[src/rtl/rth_pkg.sv]
// Shared constants, types and register indexes for the ray/triangle grid block.
package rth_pkg;

  // Coordinate format: signed Q(CW-FB).FB
  localparam int CW = 20;
  localparam int FB = 10;

  // Derived arithmetic widths
  localparam int DW = CW + 1;               // edge and offset vectors
  localparam int HW = CW + DW + 1 - FB;     // D x E2 after the floor shift
  localparam int QW = 2 * DW + 1 - FB;      // S x E1 after the floor shift
  localparam int PW = DW + QW;              // widest dot product term
  localparam int SW = PW + 2;               // dot product sums
  localparam int RW = SW;                   // divider remainder, unsigned
  localparam int UW = FB + 1;               // u, v fractions, 0 .. 2^FB
  localparam int FW = FB + 2;               // fraction plus offset
  localparam int GW = 10;                   // grid size registers
  localparam int CLW = 11;                  // cell outputs

  localparam int OFFSET_INT = (2 * (1 << FB) + 50) / 100;
  localparam logic [FW-1:0] ONE_Q = FW'(1 << FB);
  localparam logic [FW-1:0] OFFSET_Q = FW'(OFFSET_INT);
  localparam logic [SW-1:0] ONE_DET = SW'(1 << FB);

  // Stream widths
  localparam int IN_FIELDS_W = 5 * 3 * CW + 1;
  localparam int IN_W = ((IN_FIELDS_W + 7) / 8) * 8;
  localparam int OUT_FIELDS_W = 1 + 4 * CLW;
  localparam int OUT_W = ((OUT_FIELDS_W + 7) / 8) * 8;
  localparam int VEC_W = 3 * CW;

  // Configuration register indexes
  localparam int CFG_IDX_W = 2;
  localparam logic [CFG_IDX_W-1:0] REG_GRID_WIDTH = 2'd0;
  localparam logic [CFG_IDX_W-1:0] REG_GRID_HEIGHT = 2'd1;
  localparam logic [GW-1:0] GRID_RESET = GW'(100);

  // Front end to divider
  typedef struct packed {
    logic          miss;
    logic          mirror;
    logic [RW-1:0] nu;
    logic [RW-1:0] nv;
    logic [RW-1:0] det;
  } front_out_t;

  // Divider to scaler
  typedef struct packed {
    logic          miss;
    logic          mirror;
    logic [UW-1:0] uq;
    logic [UW-1:0] vq;
  } div_out_t;

  // Result word
  typedef struct packed {
    logic [CLW-1:0] cell_y_end;
    logic [CLW-1:0] cell_x_end;
    logic [CLW-1:0] cell_y_start;
    logic [CLW-1:0] cell_x_start;
    logic           hit;
  } result_t;

endpackage

[src/rtl/rth_scale.sv]
// Mirror, offset and grid scaling of u and v into cell corners.
module rth_scale import rth_pkg::*; (
  input  logic          clk,
  input  logic          rst_n,
  input  logic          in_valid,
  output logic          in_ready,
  input  div_out_t      in_data,
  input  logic [GW-1:0] grid_width,
  input  logic [GW-1:0] grid_height,
  output logic          out_valid,
  input  logic          out_ready,
  output result_t       out_data
);

  localparam int MW = FW + GW;

  logic [1:0]    v_r;
  logic [2:0]    rdy;
  logic [MW-1:0] px0_r, py0_r, px1_r, py1_r;
  logic          miss_r;
  result_t       res_r;
  logic [FW-1:0] uf, vf;

  assign rdy[2] = out_ready;
  assign rdy[1] = !v_r[1] || rdy[2];
  assign rdy[0] = !v_r[0] || rdy[1];
  assign in_ready  = rdy[0];
  assign out_valid = v_r[1];
  assign out_data  = res_r;

  // optional mirror
  always_comb begin
    uf = FW'(in_data.uq);
    vf = FW'(in_data.vq);
    if (in_data.mirror) begin
      uf = ONE_Q - FW'(in_data.uq);
      vf = ONE_Q - FW'(in_data.vq);
    end
  end

  always_ff @(posedge clk) begin
    if (!rst_n) begin
      v_r <= '0;
    end else begin
      if (rdy[0]) v_r[0] <= in_valid;
      if (rdy[1]) v_r[1] <= v_r[0];
    end
  end

  // multiply, then truncate the fraction and zero a miss
  always_ff @(posedge clk) begin
    if (rdy[0]) begin
      px0_r  <= MW'(vf) * MW'(grid_width);
      py0_r  <= MW'(uf) * MW'(grid_height);
      px1_r  <= MW'(vf + OFFSET_Q) * MW'(grid_width);
      py1_r  <= MW'(uf + OFFSET_Q) * MW'(grid_height);
      miss_r <= in_data.miss;
    end
    if (rdy[1]) begin
      res_r.hit          <= !miss_r;
      res_r.cell_x_start <= miss_r ? '0 : px0_r[FB +: CLW];
      res_r.cell_y_start <= miss_r ? '0 : py0_r[FB +: CLW];
      res_r.cell_x_end   <= miss_r ? '0 : px1_r[FB +: CLW];
      res_r.cell_y_end   <= miss_r ? '0 : py1_r[FB +: CLW];
    end
  end

endmodule

[config.mk]
export PLATFORM = sky130hd
export DESIGN_NAME = rth_scale
export DESIGN_NICKNAME = d
export VERILOG_FILES = /design/src/rtl/rth_pkg.sv /design/src/rtl/rth_scale.sv
export SDC_FILE = /design/constraint.sdc
export NUM_CORES = 1
export LEC_CHECK = 0
export BUFFER_PORTS_ARGS = -buffer_cell sky130_fd_sc_hd__buf_2
export CAP_MARGIN = 10
export CELL_PAD_IN_SITES_DETAIL_PLACEMENT = 1
export CELL_PAD_IN_SITES_GLOBAL_PLACEMENT = 2
export CORE_MARGIN = 5
export CORE_UTILIZATION = 35
export CTS_BUF_LIST = sky130_fd_sc_hd__clkbuf_16
export DETAILED_ROUTE_END_ITERATION = 16
export PLACE_DENSITY = 0.7
export SETUP_SLACK_MARGIN = 0.5
export SYNTH_ARGS = -nofsm -noshare
export SYNTH_HDL_FRONTEND = slang
export SYNTH_SLANG_ARGS = --single-unit
[constraint.sdc]
create_clock -name clk -period 16.7 [get_ports clk]
set_input_delay 3.34 -clock clk [delete_from_list [all_inputs] [get_ports clk]]
set_output_delay 3.34 -clock clk [all_outputs]
set_load 0.02 [all_outputs]
# After elaboration in Yosys (flattened, before gate mapping)
# Index checks and enable logic that the tools add are counted.
[op_classes]
addsub = 4
mul = 4
div = 0
order_cmp = 0
eq_ne = 0
shifts = 0
n_mux = 2
n_bitwise = 0
reduce_logical = 5
[ops]
columns = ["cell", "count"]
rows = [
  ["12-bit by 10-bit multiplier with 21-bit output", 2],
  ["13-bit by 10-bit multiplier with 21-bit output", 2],
  ["12-bit by 5-bit adder with 13-bit output (second input constant)", 2],
  ["12-bit 2-to-1 mux", 2],
  ["11-bit by 11-bit subtractor with 12-bit output (first input constant)", 2],
  ["1-bit zero test", 3],
  ["1-bit logical OR", 2],
]
[word_totals]
regBits = 132
latch_bits = 0
mem_bits_rw = 0
romBits = 0
inputBits = 48
n_memories = 0

# Depth between registers and ports, before layout
[logic_depth]
ltp_word = 4
ltp_mapped = 31

# Least setup slack after synthesis
# No wires, ideal clock.
[synth_path]
kind = "input -> register"
start = "input in_data[11] (netlist bit)"
end = "register py1_r[20] (data pin)"
setup_ns = 0.269
arrival_ns = 9.751
slack_ns = 6.681
cell_stages = 30
cell_sequence = "clkbuf_1 inv_1 ha_1 nand2b_1 xor2_1 inv_1 clkbuf_1 ha_1 a2111oi_0 a21oi_1 nand3_1 nand3b_1 xnor2_1 nand2_1 fa_1 inv_1 fa_1 inv_1 fa_1 fa_1 fa_1 inv_1 ha_1 a21o_1 a21o_1 o21ai_0 o31ai_1 nor4_1 o31ai_1 xor2_1"
[synth_via]
elab_chain_len = 4
[synth_lines]
columns = ["item", "line_no", "rtl"]
rows = [
  ["start, declared", "rth_scale.sv:7", "input div_out_t in_data,"],
  ["11-bit by 11-bit subtractor with 12-bit output", "rth_scale.sv:36", "uf = ONE_Q - FW'(in_data.uq);"],
  ["12-bit 2-to-1 mux (*)", "rth_scale.sv:35", "if (in_data.mirror) begin"],
  ["12-bit by 5-bit adder with 13-bit output (*)", "rth_scale.sv:56", "py1_r <= MW'(uf + OFFSET_Q) * MW'(grid_height);"],
  ["13-bit by 10-bit multiplier with 21-bit output (*)", "rth_scale.sv:56", ""],
  ["end signal, assigned", "rth_scale.sv:56", ""],
  ["end, declared", "rth_scale.sv:19", "logic [MW-1:0] px0_r, py0_r, px1_r, py1_r;"],
]
# Mark *: on every way between the ends. The rest lies on a longest branch, timed or not.
# A chain may end at the register's enable or synchronous reset.

# Worst setup path after layout
# Ends and elaborated chain as after synthesis.

==> summary.md <==
| Metric | Value |
|---|---|
| Status | complete, no violations |
| Startpoint class of the critical path | input port |
| Top flip-flop cell by instance count after synthesis | sky130_fd_sc_hd__edfxtp_1 |
| Origin of the worst min-delay path | px0_r[17]$_DFFE_PP_ |
| Count of unique library cells instantiated by Yosys | 71 |
| Max Cap Viol | 0 |
| Top cell type's share of synthesized area | 35.2% |
| Wire length of the first global-routing pass | 78100 µm |
| Worst-case register-to-register setup slack | 14.98 ns |
| Kind of end point of the critical path | flip-flop |
| Setup Slack @ Placement | 4.90 ns |
| WL final | 46800 µm |
| Top layer used by detailed routing | met5 |
| Arr. time, crit path | 11.35 ns |
| Worst vdd rail ir drop | 277 µV |
| Clk sinks | 92 |
| Period utilization | 67.3% |
| Clock tree from TritonCTS | yes |
| Global-route congestion overflow total | 0 |
| Sequential element share of the synthesized area | 15.1% |
| Post-route ant nets | 0 |
| Pins Over Slew Limit | 0 |
| Ratio of cells with drive above 1 in the final layout | 7.99% |
| DRC violation count after routing | 0 |
| Final weighted congestion in routability-driven placement | 0.801 |
| Num ports | 95 |
| Sequential Area | 2740 µm² |
| Number of flops mapped to enable cells by yosys | 90 |
| Worst hold slack | 0.531 ns |
| Number of synthesized register bits | 92 |
| RSZ-0062 raised after global routing | no |
| Count leader, synth | sky130_fd_sc_hd__inv_1 |
| PwrDens | 190 nW/µm² |
| CTS root buffer | sky130_fd_sc_hd__clkbuf_16 |
| Maximum clock insertion buffer count | 2 |
| Netlist area before placement | 18200 µm² |
| Net count after synthesis | 2447 |
| Final worst-path setup slack | 5.47 ns |
| Logic gate share of total power | 79.9% |
| Placed standard-cell area | 19400 µm² |
| DP HPWL | 38500 µm |
| Top achievable clock speed | 89.0 MHz |
| Path category of the worst min-delay check | reg2reg |
| Leakage Power | 9.71 nW |
| Ant. Diodes | 0 |
| Number of instances in the synthesized netlist | 1883 |
| Number of resized instances in the post-cts repair step | 0 |
| Area of the multi-input gates | 13900 µm² |
| Floorplan Core Area | 51400 µm² |
| Initial antenna violation count | 2 |
| Setup total negative slack | 0 ns |
| Total Die Area | 56700 µm² |
| Tightest Pin Transition | 1.12 ns |
| Sw frac | 48.8% |
| Depth of the CTS H-tree | 3 |
| IO Port Bufs | 94 |
| Maximum number of pins on one net before global-route repair | 47 |
| Ranking of synthesized cells by area | sky130_fd_sc_hd__fa_1, sky130_fd_sc_hd__edfxtp_1, sky130_fd_sc_hd__ha_1, sky130_fd_sc_hd__inv_1, sky130_fd_sc_hd__and2_1 |
| Hold path depth | 1 |
| Post-synth top area cell | sky130_fd_sc_hd__fa_1 |
| CTS buffer count | 9 |
| Req. time, crit path | 16.82 ns |
| Die outline width | 238 µm |
| FF-to-FF End | out_data[29]$_SDFFCE_PP0P_ |
| Total routing usage reported by global routing | 17.2% |
| Row Count | 83 |
| Crit path max fanout | 12 |
| Source of the worst register-to-register timing path | v_r[1]$_SDFFE_PN0P_ |
| Final Hold Vio Count | 0 |
| Internal Pwr Total | 0.00191 W |
| Drt wl/cell | 17.9 µm |
| Yosys warnings | 0 |
| Starting density of the core | 35.4% |
| Met3 routed wirelength | 860 µm |
| Total power consumption of the routed design | 0.00374 W |
| Vertical die dimension | 238 µm |
| Detail Route met2 WL | 25600 µm |
| Clock insertion delay at the later pin of the skew report | 0.38 ns |
| Worst hold endpoint | out_data[8]$_SDFFCE_PP0P_ |
| Hold Buf Count CTS | 0 |
| Total number of nets in the final design | 2499 |
| Vias in the first global route | 14800 |
| Tightest slew margin relative to the limit | 25.2% |
| Avg Vias per Cell | 4.85 |
| Count of fill cells added during filler insertion | 5875 |
| Depth of the worst register-to-register path | 2 |
| Post-Synthesis Mean Instance Area | 9.67 µm² |
| Synthesis-to-finish area growth | 8.33% |
| Post-CTS repair timing setup buffer count | 0 |
| Synth async-reset ratio | 0% |
| Sw Pwr | 0.00182 W |
| Clock-pin slew on the worst setup and hold paths | 0.07 ns |
| Type of the worst setup path | in2reg |
| Sequential fraction of design power | 14.2% |
| Metal-1 WL | 19200 µm |
| Final setup violation count | 0 |
| Worst setup skew after layout | 0.0121 ns |
| First-pass DRT Iterations | 4 |
| Relative contribution of the clock network to total power | 5.9% |
| Min cycle time layout | 11.23 ns |
| Iteration-0 DRC count of the detailed router | 322 |
| Number of vias in the routed layout | 12700 |
| Commonest cells in the synthesized netlist | sky130_fd_sc_hd__inv_1, sky130_fd_sc_hd__fa_1, sky130_fd_sc_hd__nand2_1 |
| Area of all placed cells without fillers | 19700 µm² |
[cell usage in the layout (no fill, tap or decap), types with 7 or more instances in the layout]
cell,count
sky130_fd_sc_hd__xnor2_1,53
sky130_fd_sc_hd__ha_1,196
sky130_fd_sc_hd__fa_1,320
sky130_fd_sc_hd__nor3_1,14
sky130_fd_sc_hd__o31ai_1,7
sky130_fd_sc_hd__clkbuf_16,9
sky130_fd_sc_hd__nand2b_1,11
sky130_fd_sc_hd__edfxtp_1,90
sky130_fd_sc_hd__nand4_1,8
sky130_fd_sc_hd__inv_1,346
sky130_fd_sc_hd__buf_2,94
sky130_fd_sc_hd__a21o_1,11
sky130_fd_sc_hd__o21ai_0,19
sky130_fd_sc_hd__nand3_1,13
sky130_fd_sc_hd__nor2b_1,72
sky130_fd_sc_hd__nand2_1,251
sky130_fd_sc_hd__o21a_1,11
sky130_fd_sc_hd__buf_4,22
sky130_fd_sc_hd__and2_1,205
sky130_fd_sc_hd__a21oi_1,23
sky130_fd_sc_hd__nor2_1,32
sky130_fd_sc_hd__xor2_1,24
[how the worst max path moves through the flow]
stage / startpoint / to / depth (start not counted)
finish: in_data[11] / py1_r[20]$_DFFE_PP_ / 28
global route: in_data[11] / py1_r[19]$_DFFE_PP_ / 28
CTS: in_data[11] / py1_r[20]$_DFFE_PP_ / 28
detailed placement: in_data[11] / py1_r[20]$_DFFE_PP_ / 28
global placement: in_data[11] / py1_r[20]$_DFFE_PP_ / 28
floorplan: in_data[11] / py1_r[20]$_DFFE_PP_ / 30
[kinds of logic after synthesis]
family / after synthesis / share of synthesized area, %
and+or+nand+nor: 641 / 18.3
adders and majority gates: 516 / 48.7
buffers and inverters: 423 / 8.77
AOI/OAI and AO/OA: 125 / 4.86
DFF: 92 / 15.1
xor gates and xnor gates: 83 / 4.19
muxes: 3 / 0.165
[registers in the layout (all words and copies together) (netlist names)]
| name | count |
|---|---|
| miss_r | 1 |
| v_r | 2 |
| py1_r | 11 |
| out_data | 45 |
| px1_r | 11 |
| px0_r | 11 |
| py0_r | 11 |
[critical path, cell delays in order]
cell and delay (ns):
sky130_fd_sc_hd__buf_2 0.19, sky130_fd_sc_hd__inv_1 0.07, sky130_fd_sc_hd__ha_1 0.24, sky130_fd_sc_hd__nand2b_1 0.17, sky130_fd_sc_hd__xor2_1 0.59, sky130_fd_sc_hd__inv_1 0.36, sky130_fd_sc_hd__ha_1 0.33, sky130_fd_sc_hd__a2111oi_0 0.59
sky130_fd_sc_hd__a21oi_1 0.14, sky130_fd_sc_hd__xor2_1 0.68, sky130_fd_sc_hd__nand2_1 0.17, sky130_fd_sc_hd__fa_1 0.57, sky130_fd_sc_hd__fa_1 0.45, sky130_fd_sc_hd__fa_1 0.54, sky130_fd_sc_hd__inv_1 0.05, sky130_fd_sc_hd__fa_1 0.47
sky130_fd_sc_hd__inv_1 0.05, sky130_fd_sc_hd__fa_1 0.48, sky130_fd_sc_hd__inv_1 0.04, sky130_fd_sc_hd__ha_1 0.26, sky130_fd_sc_hd__nand2_1 0.04, sky130_fd_sc_hd__a21oi_1 0.14, sky130_fd_sc_hd__o211a_1 0.20, sky130_fd_sc_hd__nor2_1 0.09
sky130_fd_sc_hd__o31ai_1 0.51, sky130_fd_sc_hd__nor4_1 0.16, sky130_fd_sc_hd__o31ai_1 0.31, sky130_fd_sc_hd__xor2_1 0.09
[per-layer routing]
metal  track usage (%)  up-vias
li1                  -     5935
met1              20.3     6608
met2              33.3      115
met3              1.75       46
met4              4.56        2
met5                 0        -
[power groups by stage]
stage	logic [W]	clock network [W]	registers, W
global route	0.00349	0.000238	0.000540
detailed placement	0.00308	0	0.000539
CTS	0.00311	0.000232	0.000534
floorplan	0.00221	0	0.000566
finish	0.00299	0.000222	0.000531
global placement	0.00299	0	0.000537
[per-stage QoR]
stage	instances	util, %
floorplan	1883	-
global placement	2604	37.8
detailed placement	2604	37.8
CTS	2620	38.4
global route	2620	38.4
finish	2620	38.4
[cell type report]
class	instances	area share (%)
multi-input cells	1368	70.4
flip-flops and latches	92	13.9
inverters	348	6.63
well taps	680	4.32
repair buffers	116	3.22
clock buffers	9	1.14
clock inverters	7	0.381
Note: power is estimated with default switching activity, not from simulation.
