===== src/rtl/rth_pkg.sv =====
// Shared constants, types and register indexes for the ray/triangle grid block.
package rth_pkg;

  // Coordinate format: signed Q(CW-FB).FB
  localparam int CW = 20;
  localparam int FB = 10;

  // Derived arithmetic widths
  localparam int DW = CW + 1;               // edge and offset vectors
  localparam int HW = CW + DW + 1 - FB;     // D x E2 after the floor shift
  localparam int QW = 2 * DW + 1 - FB;      // S x E1 after the floor shift
  localparam int PW = DW + QW;              // widest dot product term
  localparam int SW = PW + 2;               // dot product sums
  localparam int RW = SW;                   // divider remainder, unsigned
  localparam int UW = FB + 1;               // u, v fractions, 0 .. 2^FB
  localparam int FW = FB + 2;               // fraction plus offset
  localparam int GW = 10;                   // grid size registers
  localparam int CLW = 11;                  // cell outputs

  localparam int OFFSET_INT = (2 * (1 << FB) + 50) / 100;
  localparam logic [FW-1:0] ONE_Q = FW'(1 << FB);
  localparam logic [FW-1:0] OFFSET_Q = FW'(OFFSET_INT);
  localparam logic [SW-1:0] ONE_DET = SW'(1 << FB);

  // Stream widths
  localparam int IN_FIELDS_W = 5 * 3 * CW + 1;
  localparam int IN_W = ((IN_FIELDS_W + 7) / 8) * 8;
  localparam int OUT_FIELDS_W = 1 + 4 * CLW;
  localparam int OUT_W = ((OUT_FIELDS_W + 7) / 8) * 8;
  localparam int VEC_W = 3 * CW;

  // Configuration register indexes
  localparam int CFG_IDX_W = 2;
  localparam logic [CFG_IDX_W-1:0] REG_GRID_WIDTH = 2'd0;
  localparam logic [CFG_IDX_W-1:0] REG_GRID_HEIGHT = 2'd1;
  localparam logic [GW-1:0] GRID_RESET = GW'(100);

  // Front end to divider
  typedef struct packed {
    logic          miss;
    logic          mirror;
    logic [RW-1:0] nu;
    logic [RW-1:0] nv;
    logic [RW-1:0] det;
  } front_out_t;

  // Divider to scaler
  typedef struct packed {
    logic          miss;
    logic          mirror;
    logic [UW-1:0] uq;
    logic [UW-1:0] vq;
  } div_out_t;

  // Result word
  typedef struct packed {
    logic [CLW-1:0] cell_y_end;
    logic [CLW-1:0] cell_x_end;
    logic [CLW-1:0] cell_y_start;
    logic [CLW-1:0] cell_x_start;
    logic           hit;
  } result_t;

endpackage


===== src/rtl/rth_div.sv =====
// Restoring fraction divider: one quotient bit per stage for u and v.
module rth_div import rth_pkg::*; (
  input  logic       clk,
  input  logic       rst_n,
  input  logic       in_valid,
  output logic       in_ready,
  input  front_out_t in_data,
  output logic       out_valid,
  input  logic       out_ready,
  output div_out_t   out_data
);

  localparam int NS = FB + 1;

  logic [NS-1:0] v_r;
  logic [NS:0]   rdy;
  logic [RW-1:0] ru_r [0:NS-1], rv_r [0:NS-1], den_r [0:NS-1];
  logic [UW-1:0] qu_r [0:NS-1], qv_r [0:NS-1];
  logic          miss_r [0:NS-1], mir_r [0:NS-1];

  // ready ripples back through bubbles
  always_comb begin
    rdy[NS] = out_ready;
    for (int k = NS - 1; k >= 0; k--) rdy[k] = !v_r[k] || rdy[k+1];
  end
  assign in_ready  = rdy[0];
  assign out_valid = v_r[NS-1];
  assign out_data  = '{miss: miss_r[NS-1], mirror: mir_r[NS-1],
                       uq: qu_r[NS-1], vq: qv_r[NS-1]};

  // valid bits
  always_ff @(posedge clk) begin
    if (!rst_n) begin
      v_r <= '0;
    end else begin
      if (rdy[0]) v_r[0] <= in_valid;
      for (int k = 1; k < NS; k++) begin
        if (rdy[k]) v_r[k] <= v_r[k-1];
      end
    end
  end

  for (genvar j = 0; j < NS; j++) begin : g_step
    logic [RW-1:0] rem_u, rem_v, den;
    logic [UW-1:0] qin_u, qin_v;
    logic          bit_u, bit_v, miss_in, mir_in;

    // pick the partial remainder this step works on
    if (j == 0) begin : g_first
      assign rem_u   = in_data.nu;
      assign rem_v   = in_data.nv;
      assign den     = in_data.det;
      assign qin_u   = '0;
      assign qin_v   = '0;
      assign miss_in = in_data.miss;
      assign mir_in  = in_data.mirror;
    end else begin : g_next
      assign rem_u   = {ru_r[j-1][RW-2:0], 1'b0};
      assign rem_v   = {rv_r[j-1][RW-2:0], 1'b0};
      assign den     = den_r[j-1];
      assign qin_u   = qu_r[j-1];
      assign qin_v   = qv_r[j-1];
      assign miss_in = miss_r[j-1];
      assign mir_in  = mir_r[j-1];
    end

    assign bit_u = rem_u >= den;
    assign bit_v = rem_v >= den;

    // subtract where it fits, shift in the quotient bit
    always_ff @(posedge clk) begin
      if (rdy[j]) begin
        ru_r[j]   <= bit_u ? rem_u - den : rem_u;
        rv_r[j]   <= bit_v ? rem_v - den : rem_v;
        qu_r[j]   <= {qin_u[UW-2:0], bit_u};
        qv_r[j]   <= {qin_v[UW-2:0], bit_v};
        den_r[j]  <= den;
        miss_r[j] <= miss_in;
        mir_r[j]  <= mir_in;
      end
    end
  end

endmodule


===== config.mk =====
export PLATFORM = sky130hd
export DESIGN_NAME = rth_div
export DESIGN_NICKNAME = d
export VERILOG_FILES = /design/src/rtl/rth_pkg.sv /design/src/rtl/rth_div.sv
export SDC_FILE = /design/constraint.sdc
export NUM_CORES = 2
export LEC_CHECK = 0
export BUFFER_PORTS_ARGS = -buffer_cell sky130_fd_sc_hd__buf_2
export CAP_MARGIN = 20
export CELL_PAD_IN_SITES_DETAIL_PLACEMENT = 0
export CELL_PAD_IN_SITES_GLOBAL_PLACEMENT = 1
export CORE_MARGIN = 2
export CORE_UTILIZATION = 45
export DETAILED_ROUTE_END_ITERATION = 7
export PLACE_DENSITY_LB_ADDON = 0.3
export SLEW_MARGIN = 20
export SYNTH_ARGS = -nofsm -noshare
export SYNTH_HDL_FRONTEND = slang
export SYNTH_SLANG_ARGS = --single-unit

===== constraint.sdc =====
create_clock -name clk -period 6.9 [get_ports clk]
set_input_delay 0.345 -clock clk [delete_from_list [all_inputs] [get_ports clk]]
set_output_delay 0.345 -clock clk [all_outputs]
set_load 0.05 [all_outputs]

; Word-level counts from Yosys, hierarchy flattened
; Memories as Yosys holds them, arrays and structs flattened.
; Cells that the tools add are included.
[op_classes]
n_reduce_logical = 22
addsub = 22
n_lt_le_gt_ge = 22
n_mux = 44
[op_table]
columns = op, count
row1 = 56-bit greater-or-equal comparator, 22
row2 = 56-bit 2-to-1 mux, 22
row3 = 56-bit subtractor, 22
row4 = 1-bit 2-to-1 mux, 22
row5 = 1-bit zero test, 11
row6 = 1-bit logical OR, 11
[totals]
output_inout_bits = 26
n_memories = 7
inputBits = 174
regBits = 11
ram_bits = 2112
[mem_list]
columns = name, words, word_bits, rd, rd_ports_with_merged_regs, wr, line_no
row1 = den_r, 11, 56, 10, 0, 11, rth_div.sv:17  ; logic [RW-1:0] ru_r [0:NS-1], rv_r [0:NS-1], den_r [0:NS-1];
row2 = ru_r, 11, 56, 10, 0, 11, rth_div.sv:17
row3 = rv_r, 11, 56, 10, 0, 11, rth_div.sv:17
row4 = qu_r, 11, 11, 11, 0, 11, rth_div.sv:18  ; logic [UW-1:0] qu_r [0:NS-1], qv_r [0:NS-1];
row5 = qv_r, 11, 11, 11, 0, 11, rth_div.sv:18
row6 = mir_r, 11, 1, 11, 0, 11, rth_div.sv:19  ; logic miss_r [0:NS-1], mir_r [0:NS-1];
row7 = +1 memories, -, -, -, -, -, -

; Depth between registers and ports, before layout
[depth]
word_depth = 14
ltp_mapped = 18
ltp_nobuf = 15

; Worst setup path before layout
; OpenSTA, ideal clock, no wires.
[synth_path]
path_kind = reg-to-reg
start = reg v_r[10]
end = mem den_r[0][0] (netlist bit), enable pin
stages_incl_launch_ff = 8
t_required_ns = 5.394
synth_period_minus_slack_ns = 6.497
t_arrival_ns = 4.991
slack_ns = 0.403
n_path_buf = 0
path_cell_list = dfxtp_1 > nor2b_1 > and3_1 > and2_1 > and3_1 > and3_1 > and3_1 > nand2_1
[synth_lines]
columns = element, line_no
row1 = start: declaration, rth_div.sv:15  ; logic [NS-1:0] v_r;
row2 = start signal: indexed assignment, rth_div.sv:38  ; if (rdy[k]) v_r[k] <= v_r[k-1];
row3 = end: declaration, rth_div.sv:17

==> metrics.txt <==
# TYPE chip_impl_metric gauge
chip_impl_info{name="run_status",value="finished, violations left"} 1
chip_impl_info{name="failing_checks",value="design-rule violations"} 1
chip_impl_metric{name="synth_fp_nets",unit=""} 14800
chip_impl_metric{name="reg2regPathDepth",unit=""} 15
chip_impl_metric{name="cts_max_level",unit=""} 4
chip_impl_metric{name="yosys_warnings",unit=""} 0
chip_impl_metric{name="io_pins",unit=""} 200
chip_impl_metric{name="syn-instance-count",unit=""} 13300
chip_impl_metric{name="detailedRoute.firstIterationViolations",unit=""} 7547
chip_impl_info{name="timing.critical_path.cells",value="inv_1, fa_1, a21o_1, a21oi_1, o21a_1, o221ai_1, a21oi_1, o22ai_1, a221oi_2, nand3_1, a21oi_2, o41ai_2, a31oi_4, buf_4, mux2_2"} 1
chip_impl_metric{name="synthesis.area",unit="um^2"} 131000
chip_impl_metric{name="postCtsSetupRepairBufs",unit=""} 0
chip_impl_info{name="critical_path.top_delay_family",value="compound AO/OA/AOI/OAI gates"} 1
chip_impl_metric{name="setup.reg_to_reg.worst_slack",unit="ns"} 1.09
chip_impl_metric{name="crit_path_max_fanout",unit=""} 54
chip_impl_metric{name="compound_gate_fraction_of_synth_area",unit=""} 0.198
chip_impl_metric{name="place_congestion",unit=""} 0.983
chip_impl_metric{name="syn_area_per_cell",unit="um^2"} 9.85
chip_impl_metric{name="floorplan.die_area",unit="um^2"} 296000
chip_impl_metric{name="die-width",unit="um"} 544
chip_impl_metric{name="headroom_to_the_max_slew_limit",unit=""} 0.195
chip_impl_metric{name="critical-path-max-stage-delay",unit="ns"} 0.69
chip_impl_metric{name="routed-wl-met2",unit="um"} 199000
chip_impl_metric{name="initial_core_util",unit=""} 0.452
chip_impl_info{name="startpoint",value="den_r[7][0]"} 1
chip_impl_metric{name="power.ir.vdd_worst",unit="V"} 0.000235
chip_impl_info{name="cp-start-kind",value="flop"} 1
chip_impl_info{name="synth_top_flop_cell",value="sky130_fd_sc_hd__edfxtp_1"} 1
chip_impl_info{name="slowest_stage_cell_cp",value="sky130_fd_sc_hd__a21oi_1"} 1
chip_impl_metric{name="nets",unit=""} 15000
chip_impl_metric{name="drt-met1-wl",unit="um"} 163000
chip_impl_metric{name="worst-path-buf-inv",unit=""} 2
chip_impl_info{name="type_of_the_worst_setup_path",value="reg -> reg"} 1
chip_impl_metric{name="min_path_cells",unit=""} 2
chip_impl_info{name="regToRegEndpoint",value="ru_r[8][18]"} 1
chip_impl_metric{name="worst_skew_pair.late_latency",unit="ns"} 0.93
chip_impl_metric{name="drc",unit=""} 2
chip_impl_metric{name="power",unit="mW"} 70.7
chip_impl_metric{name="grt_start_max_net_pins",unit=""} 150
chip_impl_info{name="hp-class",value="in -> reg"} 1
chip_impl_metric{name="timing.final.max_slew_violations",unit=""} 0
chip_impl_metric{name="fp-row-count",unit=""} 198
chip_impl_info{name="top_post_synthesis_cells_by_area",value="sky130_fd_sc_hd__edfxtp_1 (41%), sky130_fd_sc_hd__ha_1 (12%), sky130_fd_sc_hd__a21oi_1 (5.5%)"} 1
chip_impl_metric{name="synth-edff-count",unit=""} 1814
chip_impl_metric{name="grt_antenna_before_repair",unit=""} 4
chip_impl_info{name="root_buf_cell",value="sky130_fd_sc_hd__clkbuf_16"} 1
chip_impl_metric{name="placeableCoreArea",unit="um^2"} 291000
chip_impl_info{name="worstSetupEndpointType",value="flop"} 1
chip_impl_metric{name="critical_path_depth",unit=""} 15
chip_impl_metric{name="final.min_clock_period",unit="ns"} 5.81
chip_impl_metric{name="worst_ep_required_time",unit="ns"} 7.53
chip_impl_metric{name="setup_total_negative_slack",unit="ns"} 0
chip_impl_info{name="worst_path_most_repeated_cell",value="sky130_fd_sc_hd__a21oi_1"} 1
chip_impl_metric{name="achievable-frequency",unit="GHz"} 0.172
chip_impl_metric{name="numPortBuffers",unit=""} 199
chip_impl_metric{name="postRouteAntennaNets",unit=""} 0
chip_impl_metric{name="worst_slew_pin_slew",unit="ns"} 1.20
chip_impl_metric{name="drt_pre_antenna_iters",unit=""} 8
chip_impl_metric{name="share_of_synthesized_area_spent_on_multiplexers",unit=""} 0.0411
chip_impl_metric{name="postLayoutCellArea",unit="um^2"} 146000
chip_impl_metric{name="grt_overflow",unit=""} 0
chip_impl_metric{name="hold_viol_final",unit=""} 0
chip_impl_metric{name="post_dp_area",unit="um^2"} 137000
chip_impl_info{name="min_from",value="in_data[54]"} 1
chip_impl_metric{name="layout-drive-gt1-share",unit=""} 0.0890
chip_impl_info{name="synth_common_cells",value="sky130_fd_sc_hd__edfxtp_1 (1,814), sky130_fd_sc_hd__a21oi_1 (1,455), sky130_fd_sc_hd__ha_1 (1,230), sky130_fd_sc_hd__nand2_1 (971), sky130_fd_sc_hd__inv_1 (906)"} 1
chip_impl_metric{name="syn2layout_area_growth",unit="%"} 10.8
chip_impl_metric{name="fraction_of_the_mapped_netlist_area_in_adder_cells",unit=""} 0.120
chip_impl_metric{name="register_bit_count_reported_by_yosys",unit=""} 1825
chip_impl_metric{name="die_h",unit="um"} 544
chip_impl_metric{name="timing.final.setup_violations",unit=""} 0
chip_impl_metric{name="numCtsBuffers",unit=""} 215
chip_impl_metric{name="final_cell_count_no_fill",unit=""} 17600
chip_impl_info{name="hold-path-endpoint",value="den_r[0][54]"} 1
chip_impl_metric{name="wl_met3",unit="um"} 14100
chip_impl_metric{name="simple_gate_share_of_the_synthesized_area",unit=""} 0.117
chip_impl_info{name="grt_setup_unrepaired",value="no"} 1
chip_impl_metric{name="timing.clock.skew",unit="ns"} 0.0608
chip_impl_info{name="reg2reg_from",value="den_r[7][0]"} 1
chip_impl_metric{name="num_vias",unit=""} 102000
chip_impl_metric{name="max-clock-path-buffers",unit=""} 4
chip_impl_metric{name="cellLeakagePower",unit="nW"} 62.0
chip_impl_info{name="synth.most_common_cell",value="sky130_fd_sc_hd__edfxtp_1"} 1
chip_impl_metric{name="power.density_cell_area",unit="nW/um^2"} 486
chip_impl_info{name="route.top_layer_used",value="met4"} 1
chip_impl_metric{name="max_cap_violations",unit=""} 0
chip_impl_metric{name="cts-resized-gates",unit=""} 0
chip_impl_metric{name="layout_worst_path_cycle_share",unit=""} 0.842
chip_impl_metric{name="synth_xor_area_frac",unit=""} 0.0661
chip_impl_metric{name="cts.sinks",unit=""} 1825
chip_impl_info{name="tritoncts",value="done"} 1
chip_impl_metric{name="fraction_of_synthesized_cell_area_taken_by_the_top_area_cell_type",unit=""} 0.415
chip_impl_metric{name="synth-async-reset-ratio",unit=""} 0
chip_impl_metric{name="num-fill-cells",unit=""} 26400
chip_impl_metric{name="first_global_vias",unit=""} 104000
chip_impl_metric{name="worst-endpoint-arrival",unit="ns"} 6.44
chip_impl_metric{name="vias_per_cell",unit=""} 5.76
chip_impl_metric{name="placed_cells_incl_taps",unit=""} 17100
chip_impl_metric{name="dpl.hpwl",unit="um"} 328000
chip_impl_metric{name="synth_cell_types",unit=""} 105
chip_impl_info{name="main_combinational_cell_family_by_area_after_synthesis",value="compound AO/OA/AOI/OAI gates"} 1
chip_impl_info{name="synthDominantAreaCellType",value="sky130_fd_sc_hd__edfxtp_1"} 1
chip_impl_metric{name="total_routed_wirelength",unit="um"} 403000
chip_impl_metric{name="grtUsageTotal",unit=""} 0.266
chip_impl_metric{name="synth_sequential_area_ratio",unit=""} 0.416
chip_impl_metric{name="routedWlPerCell",unit="um"} 22.8
chip_impl_metric{name="clk_pin_slew",unit="ns"} 0.06
chip_impl_metric{name="grt_pass1_wl",unit="um"} 605000
worst max path at each step:
stage | endpoint | slack [ns]
2_1_floorplan | den_r[0][0] | 0.40
3_3_place_gp | ru_r[0][28] | 0.98
3_5_place_dp | ru_r[8][2] | 1.21
4_1_cts | ru_r[8][17] | 1.18
5_1_grt | ru_r[8][17] | 0.98
6_report | ru_r[8][18] | 1.09
cell families (layout without fill, tap and decap cells):
group / Yosys count / in the layout
adder cells (fa/ha/maj): 1250 / 1250
other: 0 / 2
XOR/XNOR: 992 / 992
flip-flops: 1825 / 1825
AO/OA/AOI/OAI: 4178 / 4178
AND/OR/NAND/NOR: 3229 / 3229
multiplexers: 479 / 479
buffers and inverters: 1385 / 1775
state kept, by name, indices dropped and copies added (netlist names):
name / count
qv_r: 66
v_r: 11
qu_r: 66
miss_r: 11
ru_r: 550
rv_r: 550
mir_r: 11
den_r: 560
per-stage QoR:
stage	hold WS [ns]	worst slack (ns)	utilization
after floorplan	0.400	0.403	-
after global placement	0.400	0.976	0.470
after detailed placement	0.405	1.21	0.470
after CTS	0.100	1.18	0.501
after global routing	0.150	0.980	0.501
final	0.198	1.09	0.501
repair_timing:
item | CTS | global route
setup endpoints to repair | 0 | 0
hold endpoints to repair | 179 | 0
hold buffers | 172 | 0
layout make-up:
cell class | instances | area (um^2) | area share
Antenna cell | 2 | 5.00 | 0.0000344
Clock buffer | 245 | 5520 | 0.0380
Clock inverter | 146 | 1670 | 0.0115
Inverter | 909 | 3450 | 0.0237
Multi-Input combinational cell | 10100 | 71500 | 0.491
Sequential cell | 1825 | 54700 | 0.376
Tap cell | 3900 | 4880 | 0.0335
Timing Repair Buffer | 475 | 3790 | 0.0261
report_power, final:
part | switching [mW] | leakage, nW | total [mW] | internal, mW
clock | 4.80 | 3.47 | 11.7 | 6.91
sequential | 2.84 | 19.4 | 20.7 | 17.8
combinational | 22.4 | 39.1 | 38.3 | 15.9
total | 30.0 | 62.0 | 70.7 | 40.7
cell usage in the layout (no fill, tap or decap), types with 34 or more instances in the layout:
master                          instances
sky130_fd_sc_hd__nand4_1              279
sky130_fd_sc_hd__o31ai_1               74
sky130_fd_sc_hd__xnor2_1              602
sky130_fd_sc_hd__a21o_1               679
sky130_fd_sc_hd__o211ai_1              47
sky130_fd_sc_hd__xor2_1               390
sky130_fd_sc_hd__nor4_1                44
sky130_fd_sc_hd__nand2_1              967
sky130_fd_sc_hd__nor3_1               129
sky130_fd_sc_hd__nor2_1               860
sky130_fd_sc_hd__o31a_1                34
sky130_fd_sc_hd__a211oi_1              88
sky130_fd_sc_hd__ha_1                1230
sky130_fd_sc_hd__mux2_2               441
sky130_fd_sc_hd__a21boi_0              38
sky130_fd_sc_hd__nand2b_1             151
sky130_fd_sc_hd__buf_2                199
sky130_fd_sc_hd__nor2b_1              184
sky130_fd_sc_hd__a21oi_1             1454
sky130_fd_sc_hd__and3_1               116
sky130_fd_sc_hd__o21bai_1             186
sky130_fd_sc_hd__o21ai_1               37
sky130_fd_sc_hd__dlygate4sd3_1        172
sky130_fd_sc_hd__clkbuf_16            216
sky130_fd_sc_hd__nand3_1              223
sky130_fd_sc_hd__o21ai_0              887
sky130_fd_sc_hd__a31oi_1              131
sky130_fd_sc_hd__and2_1                67
sky130_fd_sc_hd__edfxtp_1            1814
sky130_fd_sc_hd__inv_1                899
sky130_fd_sc_hd__or3_1                 49
sky130_fd_sc_hd__clkinv_2              34
sky130_fd_sc_hd__a221oi_1              41
sky130_fd_sc_hd__clkinv_1              40
sky130_fd_sc_hd__buf_4                 79
sky130_fd_sc_hd__o21a_1               145
layer usage:
layer	up-vias	GRT usage
met5	-	0
met4	0	0.157
met3	818	0.0231
met2	2714	0.477
met1	48200	0.309
li1	49800	-
No activity file was read; power rests on OpenSTA's default activity.
